**config.mk**
```make
export PLATFORM = sky130hd
export DESIGN_NAME = tone_curve_table_generator
export DESIGN_NICKNAME = d
export VERILOG_FILES = /design/src/rtl/core/tcg_pkg.sv /design/src/rtl/core/tone_curve_table_generator.sv
export SDC_FILE = /design/constraint.sdc
export NUM_CORES = 2
export LEC_CHECK = 0
export BUFFER_PORTS_ARGS = -buffer_cell sky130_fd_sc_hd__buf_2
export CAP_MARGIN = 20
export CORE_ASPECT_RATIO = 2
export CORE_UTILIZATION = 45
export CTS_CLUSTER_DIAMETER = 50
export DETAILED_ROUTE_END_ITERATION = 10
export PLACE_DENSITY = 0.65
export SLEW_MARGIN = 20
export SYNTH_ARGS = -nofsm -noshare
export SYNTH_HDL_FRONTEND = slang
export SYNTH_SLANG_ARGS = --single-unit
```
**constraint.sdc**
```tcl
create_clock -name clk -period 28.8 [get_ports clk]
set_clock_uncertainty 0.1 [all_clocks]
set_input_delay 2.88 -clock clk [delete_from_list [all_inputs] [get_ports clk]]
set_output_delay 2.88 -clock clk [all_outputs]
set_load 0.02 [all_outputs]
```
**src/rtl/core/tcg_pkg.sv**
```systemverilog
// tcg_pkg: widths, register indexes, reset values and shared types for the
// tone curve table generator; no dependencies, used by tone_curve_table_generator
package tcg_pkg;

	localparam int XW   = 10;   // control point and index width
	localparam int YW   = 8;    // level width
	localparam int SW   = 11;   // table size register width
	localparam int CIW  = 3;    // config register index width
	localparam int CDW  = 11;   // config write data width
	localparam int PW   = 22;   // signed width of squared terms and divisor
	localparam int DW   = 21;   // magnitude width of divisor
	localparam int NW   = 32;   // signed width of numerator
	localparam int QB   = 8;    // quotient bits

	localparam int MAX_TABLE_SIZE_DEF = 1024;
	localparam logic [YW-1:0] LEVEL_MAX = 8'd255;

	localparam logic [XW-1:0] RST_P1X = 10'd0;
	localparam logic [YW-1:0] RST_P1Y = 8'd0;
	localparam logic [XW-1:0] RST_P2X = 10'd128;
	localparam logic [YW-1:0] RST_P2Y = 8'd128;
	localparam logic [XW-1:0] RST_P3X = 10'd255;
	localparam logic [YW-1:0] RST_P3Y = 8'd255;
	localparam logic          RST_LIN = 1'b0;
	localparam logic [SW-1:0] RST_SIZE = 11'd256;

	typedef enum logic [CIW-1:0] {
		CFG_P1X  = 3'd0,
		CFG_P1Y  = 3'd1,
		CFG_P2X  = 3'd2,
		CFG_P2Y  = 3'd3,
		CFG_P3X  = 3'd4,
		CFG_P3Y  = 3'd5,
		CFG_LIN  = 3'd6,
		CFG_SIZE = 3'd7
	} cfg_idx_t;

	// result status that rides along the arithmetic stages
	typedef struct packed {
		logic          oor;
		logic          fixed;
		logic [YW-1:0] y;
	} tag_t;

	// one stage of the restoring divider
	typedef struct packed {
		logic            oor;
		logic            fixed;
		logic [YW-1:0]   y;
		logic [NW-2:0]   rem;
		logic [DW-1:0]   den;
	} dv_t;

	function automatic logic signed [XW:0] sdiff(input logic [XW-1:0] a,
		input logic [XW-1:0] b);
		sdiff = $signed({1'b0, a}) - $signed({1'b0, b});
	endfunction

endpackage

```
**src/rtl/core/tone_curve_table_generator.sv**
```systemverilog
// tone_curve_table_generator: three point tone curve level per table index
// depends on tcg_pkg
//
// usage: the config channel (cfg_valid/cfg_ready, cfg_index, cfg_data) writes
// the control points, linear_mode and table_size; it is always ready. the user
// must write it only while no transaction is in flight; the block does not
// enforce this. the input channel (in_valid/in_ready) takes one table_index per
// transaction; the output channel (out_valid/out_ready) returns level = 255 - y
// and out_of_range. five stages form the squared terms, products and the signed
// numerator, one stage sorts out saturation, eight stages each resolve one
// quotient bit of the divider. throughput is one transaction per cycle while
// the receiver does not stall, set by the one-bit-per-stage divider pipeline.
// when the receiver stalls, the whole pipeline holds and in_ready drops;
// nothing is lost or repeated. reset clears the valid bits and loads the
// register defaults (points (0,0),(128,128),(255,255), quadratic mode, table
// size 256).
module tone_curve_table_generator #(
	parameter int MAX_TABLE_SIZE = tcg_pkg::MAX_TABLE_SIZE_DEF
) (
	input  logic                     clk,
	input  logic                     arst_n,
	input  logic                     cfg_valid,
	output logic                     cfg_ready,
	input  logic [tcg_pkg::CIW-1:0]  cfg_index,
	input  logic [tcg_pkg::CDW-1:0]  cfg_data,
	input  logic                     in_valid,
	output logic                     in_ready,
	input  logic [tcg_pkg::XW-1:0]   table_index,
	output logic                     out_valid,
	input  logic                     out_ready,
	output logic [tcg_pkg::YW-1:0]   level,
	output logic                     out_of_range
);

	localparam int XW = tcg_pkg::XW;
	localparam int YW = tcg_pkg::YW;
	localparam int SW = tcg_pkg::SW;
	localparam int PW = tcg_pkg::PW;
	localparam int DW = tcg_pkg::DW;
	localparam int NW = tcg_pkg::NW;
	localparam int QB = tcg_pkg::QB;
	localparam int MW = $clog2(MAX_TABLE_SIZE + 1);
	localparam int EW = (SW > MW) ? SW : MW;
	localparam logic [EW-1:0] MAX_E = EW'(MAX_TABLE_SIZE);

	// configuration registers
	logic [XW-1:0] p1x_q, p2x_q, p3x_q;
	logic [YW-1:0] p1y_q, p2y_q, p3y_q;
	logic          lin_q;
	logic [SW-1:0] size_q;

	assign cfg_ready = 1'b1;

	always_ff @(posedge clk or negedge arst_n) begin
		if (!arst_n) begin
			p1x_q  <= tcg_pkg::RST_P1X;
			p1y_q  <= tcg_pkg::RST_P1Y;
			p2x_q  <= tcg_pkg::RST_P2X;
			p2y_q  <= tcg_pkg::RST_P2Y;
			p3x_q  <= tcg_pkg::RST_P3X;
			p3y_q  <= tcg_pkg::RST_P3Y;
			lin_q  <= tcg_pkg::RST_LIN;
			size_q <= tcg_pkg::RST_SIZE;
		end else if (cfg_valid && cfg_ready) begin
			case (tcg_pkg::cfg_idx_t'(cfg_index))
				tcg_pkg::CFG_P1X:  p1x_q  <= cfg_data[XW-1:0];
				tcg_pkg::CFG_P1Y:  p1y_q  <= cfg_data[YW-1:0];
				tcg_pkg::CFG_P2X:  p2x_q  <= cfg_data[XW-1:0];
				tcg_pkg::CFG_P2Y:  p2y_q  <= cfg_data[YW-1:0];
				tcg_pkg::CFG_P3X:  p3x_q  <= cfg_data[XW-1:0];
				tcg_pkg::CFG_P3Y:  p3y_q  <= cfg_data[YW-1:0];
				tcg_pkg::CFG_LIN:  lin_q  <= cfg_data[0];
				tcg_pkg::CFG_SIZE: size_q <= cfg_data[SW-1:0];
				default: ;
			endcase
		end
	end

	// effective size and clamped points
	logic [EW-1:0] size_e, lim_e;
	logic [XW-1:0] x1, x2, x3;

	always_comb begin
		size_e = (EW'(size_q) > MAX_E) ? MAX_E : EW'(size_q);
		lim_e  = size_e - EW'(1);
		x1 = p1x_q;
		x2 = p2x_q;
		x3 = p3x_q;
		if (size_e != '0) begin
			if (EW'(p1x_q) > lim_e) x1 = lim_e[XW-1:0];
			if (EW'(p2x_q) > lim_e) x2 = lim_e[XW-1:0];
			if (EW'(p3x_q) > lim_e) x3 = lim_e[XW-1:0];
		end
	end

	logic adv;
	logic vld_s1, vld_s2, vld_s3, vld_s4, vld_s5;
	logic [QB:0] dv_vld;
	tcg_pkg::dv_t dv_s [QB+1];

	assign adv      = !dv_vld[QB] || out_ready;
	assign in_ready = adv;

	// stage 1: segment selection and operands
	tcg_pkg::tag_t          tag_c;
	logic                   seg2_c;
	logic [XW-1:0]          xe_c;
	logic signed [XW:0]     ta_c, tb_c, tc_c, da_c, db_c;
	logic signed [YW:0]     dy_c;
	logic [YW-1:0]          base_c;

	always_comb begin
		tag_c.oor   = EW'(table_index) >= size_e;
		tag_c.fixed = 1'b0;
		tag_c.y     = p1y_q;
		seg2_c      = 1'b0;
		xe_c        = table_index;
		if (table_index >= x3) begin
			if (x2 < x3) begin
				seg2_c = 1'b1;
				xe_c   = x3 - XW'(1);
			end else if (x1 < x2) begin
				xe_c = x2 - XW'(1);
			end else begin
				tag_c.fixed = 1'b1;
			end
		end else if (table_index >= x2) begin
			seg2_c = 1'b1;
		end else if (table_index < x1) begin
			tag_c.fixed = 1'b1;
		end
		if (seg2_c && !lin_q && x1 == x2 && !tag_c.fixed) begin
			tag_c.fixed = 1'b1;
			tag_c.y     = p2y_q;
		end
		if (lin_q) begin
			tc_c = (XW+1)'(1);
			tb_c = '0;
			db_c = (XW+1)'(1);
			if (seg2_c) begin
				ta_c   = tcg_pkg::sdiff(xe_c, x2);
				da_c   = tcg_pkg::sdiff(x3, x2);
				dy_c   = $signed({1'b0, p3y_q}) - $signed({1'b0, p2y_q});
				base_c = p2y_q;
			end else begin
				ta_c   = tcg_pkg::sdiff(xe_c, x1);
				da_c   = tcg_pkg::sdiff(x2, x1);
				dy_c   = $signed({1'b0, p2y_q}) - $signed({1'b0, p1y_q});
				base_c = p1y_q;
			end
		end else begin
			dy_c = $signed({1'b0, p2y_q}) - $signed({1'b0, p1y_q});
			da_c = tcg_pkg::sdiff(x2, x1);
			if (seg2_c) begin
				ta_c   = tcg_pkg::sdiff(xe_c, x3);
				tb_c   = tcg_pkg::sdiff(x2, x3);
				db_c   = tcg_pkg::sdiff(x2, x3);
				base_c = p2y_q;
			end else begin
				ta_c   = tcg_pkg::sdiff(xe_c, x1);
				tb_c   = '0;
				db_c   = tcg_pkg::sdiff(x2, x1);
				base_c = p1y_q;
			end
			tc_c = ta_c;
		end
	end

	tcg_pkg::tag_t          tag_s1, tag_s2, tag_s3, tag_s4, tag_s5;
	logic signed [XW:0]     ta_s1, tb_s1, tc_s1, da_s1, db_s1;
	logic signed [YW:0]     dy_s1, dy_s2, dy_s3;
	logic [YW-1:0]          base_s1, base_s2, base_s3, base_s4;
	logic signed [PW-1:0]   pa_s2, pb_s2, dd_s2, u_s3, d_s3, d_s4;
	logic signed [NW-1:0]   m1_s4, m2_s4, n_s5;
	logic [DW-1:0]          den_s5;

	always_ff @(posedge clk or negedge arst_n) begin
		if (!arst_n) begin
			vld_s1 <= 1'b0;
			vld_s2 <= 1'b0;
			vld_s3 <= 1'b0;
			vld_s4 <= 1'b0;
			vld_s5 <= 1'b0;
		end else if (adv) begin
			vld_s1 <= in_valid;
			vld_s2 <= vld_s1;
			vld_s3 <= vld_s2;
			vld_s4 <= vld_s3;
			vld_s5 <= vld_s4;
		end
	end

	// stage 2 to 5 arithmetic
	logic signed [PW-1:0] ta_e, tb_e, tc_e, da_e, db_e;
	logic signed [NW-1:0] dy_e, u_e, base_e, d_e, sum_c;
	logic                 dneg_c;
	tcg_pkg::tag_t        tag_z;

	always_comb begin
		ta_e   = PW'(ta_s1);
		tb_e   = PW'(tb_s1);
		tc_e   = PW'(tc_s1);
		da_e   = PW'(da_s1);
		db_e   = PW'(db_s1);
		dy_e   = NW'(dy_s3);
		u_e    = NW'(u_s3);
		base_e = $signed({{(NW-YW){1'b0}}, base_s3});
		d_e    = NW'(d_s3);
		dneg_c = d_s4[PW-1];
		sum_c  = dneg_c ? (-m1_s4 - m2_s4) : (m1_s4 + m2_s4);
		tag_z  = tag_s4;
		if (d_s4 == '0 && !tag_s4.fixed) begin
			tag_z.fixed = 1'b1;
			tag_z.y     = base_s4;
		end
	end

	always_ff @(posedge clk) begin
		if (adv) begin
			tag_s1  <= tag_c;
			ta_s1   <= ta_c;
			tb_s1   <= tb_c;
			tc_s1   <= tc_c;
			da_s1   <= da_c;
			db_s1   <= db_c;
			dy_s1   <= dy_c;
			base_s1 <= base_c;

			tag_s2  <= tag_s1;
			pa_s2   <= ta_e * tc_e;
			pb_s2   <= tb_e * tb_e;
			dd_s2   <= da_e * db_e;
			dy_s2   <= dy_s1;
			base_s2 <= base_s1;

			tag_s3  <= tag_s2;
			u_s3    <= pa_s2 - pb_s2;
			d_s3    <= dd_s2;
			dy_s3   <= dy_s2;
			base_s3 <= base_s2;

			tag_s4  <= tag_s3;
			m1_s4   <= dy_e * u_e;
			m2_s4   <= base_e * d_e;
			d_s4    <= d_s3;
			base_s4 <= base_s3;

			tag_s5 <= tag_z;
			n_s5   <= sum_c;
			den_s5 <= DW'(dneg_c ? -d_s4 : d_s4);
		end
	end

	// stage 6: sign and saturation, then one quotient bit per stage
	tcg_pkg::dv_t dv_c [QB+1];

	always_comb begin
		dv_c[0].oor   = tag_s5.oor;
		dv_c[0].fixed = tag_s5.fixed;
		dv_c[0].y     = tag_s5.y;
		dv_c[0].rem   = n_s5[NW-2:0];
		dv_c[0].den   = den_s5;
		if (!tag_s5.fixed) begin
			if (n_s5[NW-1]) begin
				dv_c[0].fixed = 1'b1;
				dv_c[0].y     = '0;
			end else if (n_s5[NW-2:0] >= ((NW-1)'(den_s5) << QB)) begin
				dv_c[0].fixed = 1'b1;
				dv_c[0].y     = tcg_pkg::LEVEL_MAX;
			end else begin
				dv_c[0].y = '0;
			end
		end
	end

	for (genvar k = 1; k <= QB; k++) begin : g_div
		logic [NW-2:0] sh;
		always_comb begin
			sh       = (NW-1)'(dv_s[k-1].den) << (QB - k);
			dv_c[k]  = dv_s[k-1];
			if (!dv_s[k-1].fixed && dv_s[k-1].rem >= sh) begin
				dv_c[k].rem       = dv_s[k-1].rem - sh;
				dv_c[k].y[QB - k] = 1'b1;
			end
		end
	end

	for (genvar k = 0; k <= QB; k++) begin : g_dvreg
		always_ff @(posedge clk or negedge arst_n) begin
			if (!arst_n) begin
				dv_vld[k] <= 1'b0;
			end else if (adv) begin
				dv_vld[k] <= (k == 0) ? vld_s5 : dv_vld[(k == 0) ? 0 : k-1];
			end
		end
		always_ff @(posedge clk) begin
			if (adv) begin
				dv_s[k] <= dv_c[k];
			end
		end
	end

	assign out_valid    = dv_vld[QB];
	assign out_of_range = dv_s[QB].oor;
	assign level        = dv_s[QB].oor ? '0 : ~dv_s[QB].y;

	a_oor_level: assert property (@(posedge clk) disable iff (!arst_n)
		out_valid && out_of_range |-> level == '0)
		else $error("out of range result with nonzero level");

	a_ready: assert property (@(posedge clk) disable iff (!arst_n)
		in_ready == (!out_valid || out_ready))
		else $error("in_ready does not follow pipeline advance");

	a_rem: assert property (@(posedge clk) disable iff (!arst_n)
		out_valid && !dv_s[QB].fixed |-> dv_s[QB].rem < (NW-1)'(dv_s[QB].den))
		else $error("divider remainder not below divisor");

	a_hold: assert property (@(posedge clk) disable iff (!arst_n)
		!adv |=> $stable(vld_s5) && $stable(dv_vld))
		else $error("pipeline moved while stalled");

endmodule

```
==> impl_metrics.toml <==
[timing]
worst_pin_slew_ps = 1200
relSlewSlack = 0.192
drv_slew = 0
setup_tns_ps = 0
hold_violations = 0
layout_setup_ws_ps = 16870
setup_viol = 0
fmax_mhz = 83.8
rsz0062_at_grt = "no"
min_period_ps = 11930
fin_hold_ws_ps = 314
fin_crit_sh = 0.414

[placement]
port_buffers = 39
dp_slack_ps = 16700
dp_hpwl_mm = 174
gp_routability_congestion = 0.971
dpl_cell_area_um2 = 81800

[logic_synthesis]
yosysWarningCount = 0
synth_top_area_cell = "edfxtp_1"
syn_area_um2 = 79000
synth_mux_area_frac = 0.0251
synth-edff-count = 915
synthCells = 7356
synth_xor_area_frac = 0.0448
synthSimpleGateAreaFrac = 0.119
synth_compound_area_frac = 0.0920
synth_area_leaders = "edfxtp_1, fa_1, ha_1, inv_1, xnor2_1"
mappedNetlistNets = 8740
synth_top_family_by_area = "adder cells"
async_flop_share = 0.0804
yosys.area_share.adder = 0.278
synth_seq_area_share = 0.373
ys.flop_type = "edfxtp_1"
ys_types = 115
syn_avg_cell_area_um2 = 10.7
synth_seq_cells = 995
synth_top_area_frac = 0.348

[setup_path]
worstPathRequired_ps = 29270
cp_max_fo = 23
cp.arrival_ps = 12400
cpPeakStageDelay_ps = 790
slowest_stage = "o21ai_0"
cp_common_cell = "o21ai_0"
criticalPathCategory = "reg -> reg"
crit_path_end_kind = "flip-flop"
cp-start-kind = "flip-flop"

[finish]
drive_above_1_share = 0.0676
most-common-layout-cells = "inv_1, edfxtp_1, ha_1"
layout_commonest_cell = "inv_1"
nets = 8755
fin_area_um2 = 85300
area_delta_synth_final_pct = 8.01

[clock_network]
root_buffer = "clkbuf_16"
cts_inserted_buffers = 103
clock_latency_ps = 740
htree_levels = 3
clk_transition_reported_paths_ps = 70
cts_resized = 0
cts.sinks = 995
cts_tree = "yes"
cts_hold_buf = 0
clock_path_buffers = 3
post-cts-setup-buffers = 0

[global_route]
antenna_found_initial = 2
grt_pass1_vias = 58351
grt_pass1_wl_mm = 321
grt_max_degree = 190
gr-total-overflow = 0
gr-usage-all-layers = 0.241

[drt]
drt_iter0_markers = 2208
drc = 0
via_per_inst = 5.42
first_pass_iters = 5
num_vias = 52958
postRouteAntennaNets = 0
wl_per_cell_um = 21.7
routed_wl_mm = 212

[die]
fp.coreArea_um2 = 175000
dieArea_um2 = 177000
die_h_um = 595
die_x_um = 298
start_util = 0.453
ioPinCount = 41
rows = 217

[worst_hold_path]
worstHoldPathType = "reg -> reg"

[outcome]
status = "completed"

[job]
max-cap-violations = 0
-- layer usage --
metal / global-route usage / routed length, um / vias to the layer above
met1: 0.173 / 56600 / 26484
li1: - / - / 24686
met4: 0.206 / 20900 / 0
met2: 0.522 / 130000 / 1112
met3: 0.0233 / 4930 / 676
met5: 0 / 0 / -
-- synthesized netlist by cell type (9+ instances only) --
cell type / instances
o31a_1: 12
a211oi_1: 21
nand4b_1: 11
or4_1: 12
o21ai_0: 332
a2111oi_0: 12
nor4_1: 33
o31ai_1: 34
a21oi_1: 296
clkbuf_1: 172
nand3_1: 76
o21bai_1: 36
o211ai_1: 17
mux2_2: 135
inv_1: 1215
and3_1: 30
a31oi_1: 29
a21boi_0: 54
or3_1: 41
edfxtp_1: 915
a41oi_1: 9
and2_1: 369
a21o_1: 125
nand2_1: 601
a221o_1: 9
nand3b_1: 9
o21a_1: 49
xnor2_1: 288
nor3_1: 103
nand2b_1: 118
nand4_1: 34
ha_1: 700
or2_2: 20
mux2i_1: 42
dfstp_2: 19
dfrtp_1: 61
o41ai_1: 15
nor3b_1: 10
nor2_1: 298
xor2_1: 114
fa_1: 655
nor2b_1: 64
a211o_1: 12
-- critical path, delay by kind of cell (launching register included) --
kind	cells	cell delay, ps
buf+inv	3	470
compound gates	23	6520
flops	1	710
fa+ha+maj	6	2240
simple gates	9	1710
-- path summary, 6_finish.rpt --
path | start | cells after the start | endpoint | slack, ps
worst max-delay path | size_q[10]$_DFFE_PN0P_ | 41 | ta_s1[10]$_DFFE_PP_ | 16870
worst min-delay path | dv_s[0][54]$_DFFE_PP_ | 0 | dv_s[0][116]$_DFFE_PP_ | 310
worst max register to register | size_q[10]$_DFFE_PN0P_ | 41 | ta_s1[10]$_DFFE_PP_ | 16870
worst min register to register | dv_s[0][54]$_DFFE_PP_ | 0 | dv_s[0][116]$_DFFE_PP_ | 310
max in group asynchronous | arst_n | 2 | p2x_q[1]$_DFFE_PN0P_ | 25540
min in group asynchronous | arst_n | 1 | p1x_q[0]$_DFFE_PN0P_ | 2040
-- flip-flops by register name (all words and copies together) (netlist names), 21 cells and up --
signal / count
pa_s2: 22
d_s3: 22
u_s3: 22
d_s4: 22
dd_s2: 22
m1_s4: 31
pb_s2: 21
den_s5: 21
m2_s4: 31
n_s5: 32
dv_s: 505
-- area by class of cell --
| type | instances | area [um2] |
|---|---|---|
| Clock inverter | 72 | 835 |
| Fill cell | 15784 | 89200 |
| Sequential cell | 995 | 29500 |
| Tap cell | 2299 | 2880 |
| Inverter | 1218 | 4580 |
| Clock buffer | 122 | 2670 |
| Timing Repair Buffer | 99 | 664 |
| Antenna cell | 3 | 7.51 |
| Multi-Input combinational cell | 4954 | 44200 |
-- per-stage QoR --
| step | cells | util |
|---|---|---|
| 4_1_cts | 9759 | 0.489 |
| 3_5_place_dp | 9565 | 0.469 |
| 5_1_grt | 9760 | 0.489 |
| 6_report | 9762 | 0.489 |
| 3_3_place_gp | 9565 | 0.469 |
| 2_1_floorplan | 7356 | - |
-- logic make-up after synthesis --
family | count (synthesis)
XOR/XNOR | 403
adder cells (fa/ha/maj) | 1362
multiplexers | 180
other | 1
flip-flops | 995
AND/OR/NAND/NOR | 1866
buffers and inverters | 1407
AO/OA/AOI/OAI | 1142
Power is left out: the tool's default activity adds up to more than one toggle a clock period on the data nets, which glitch-free logic cannot reach.
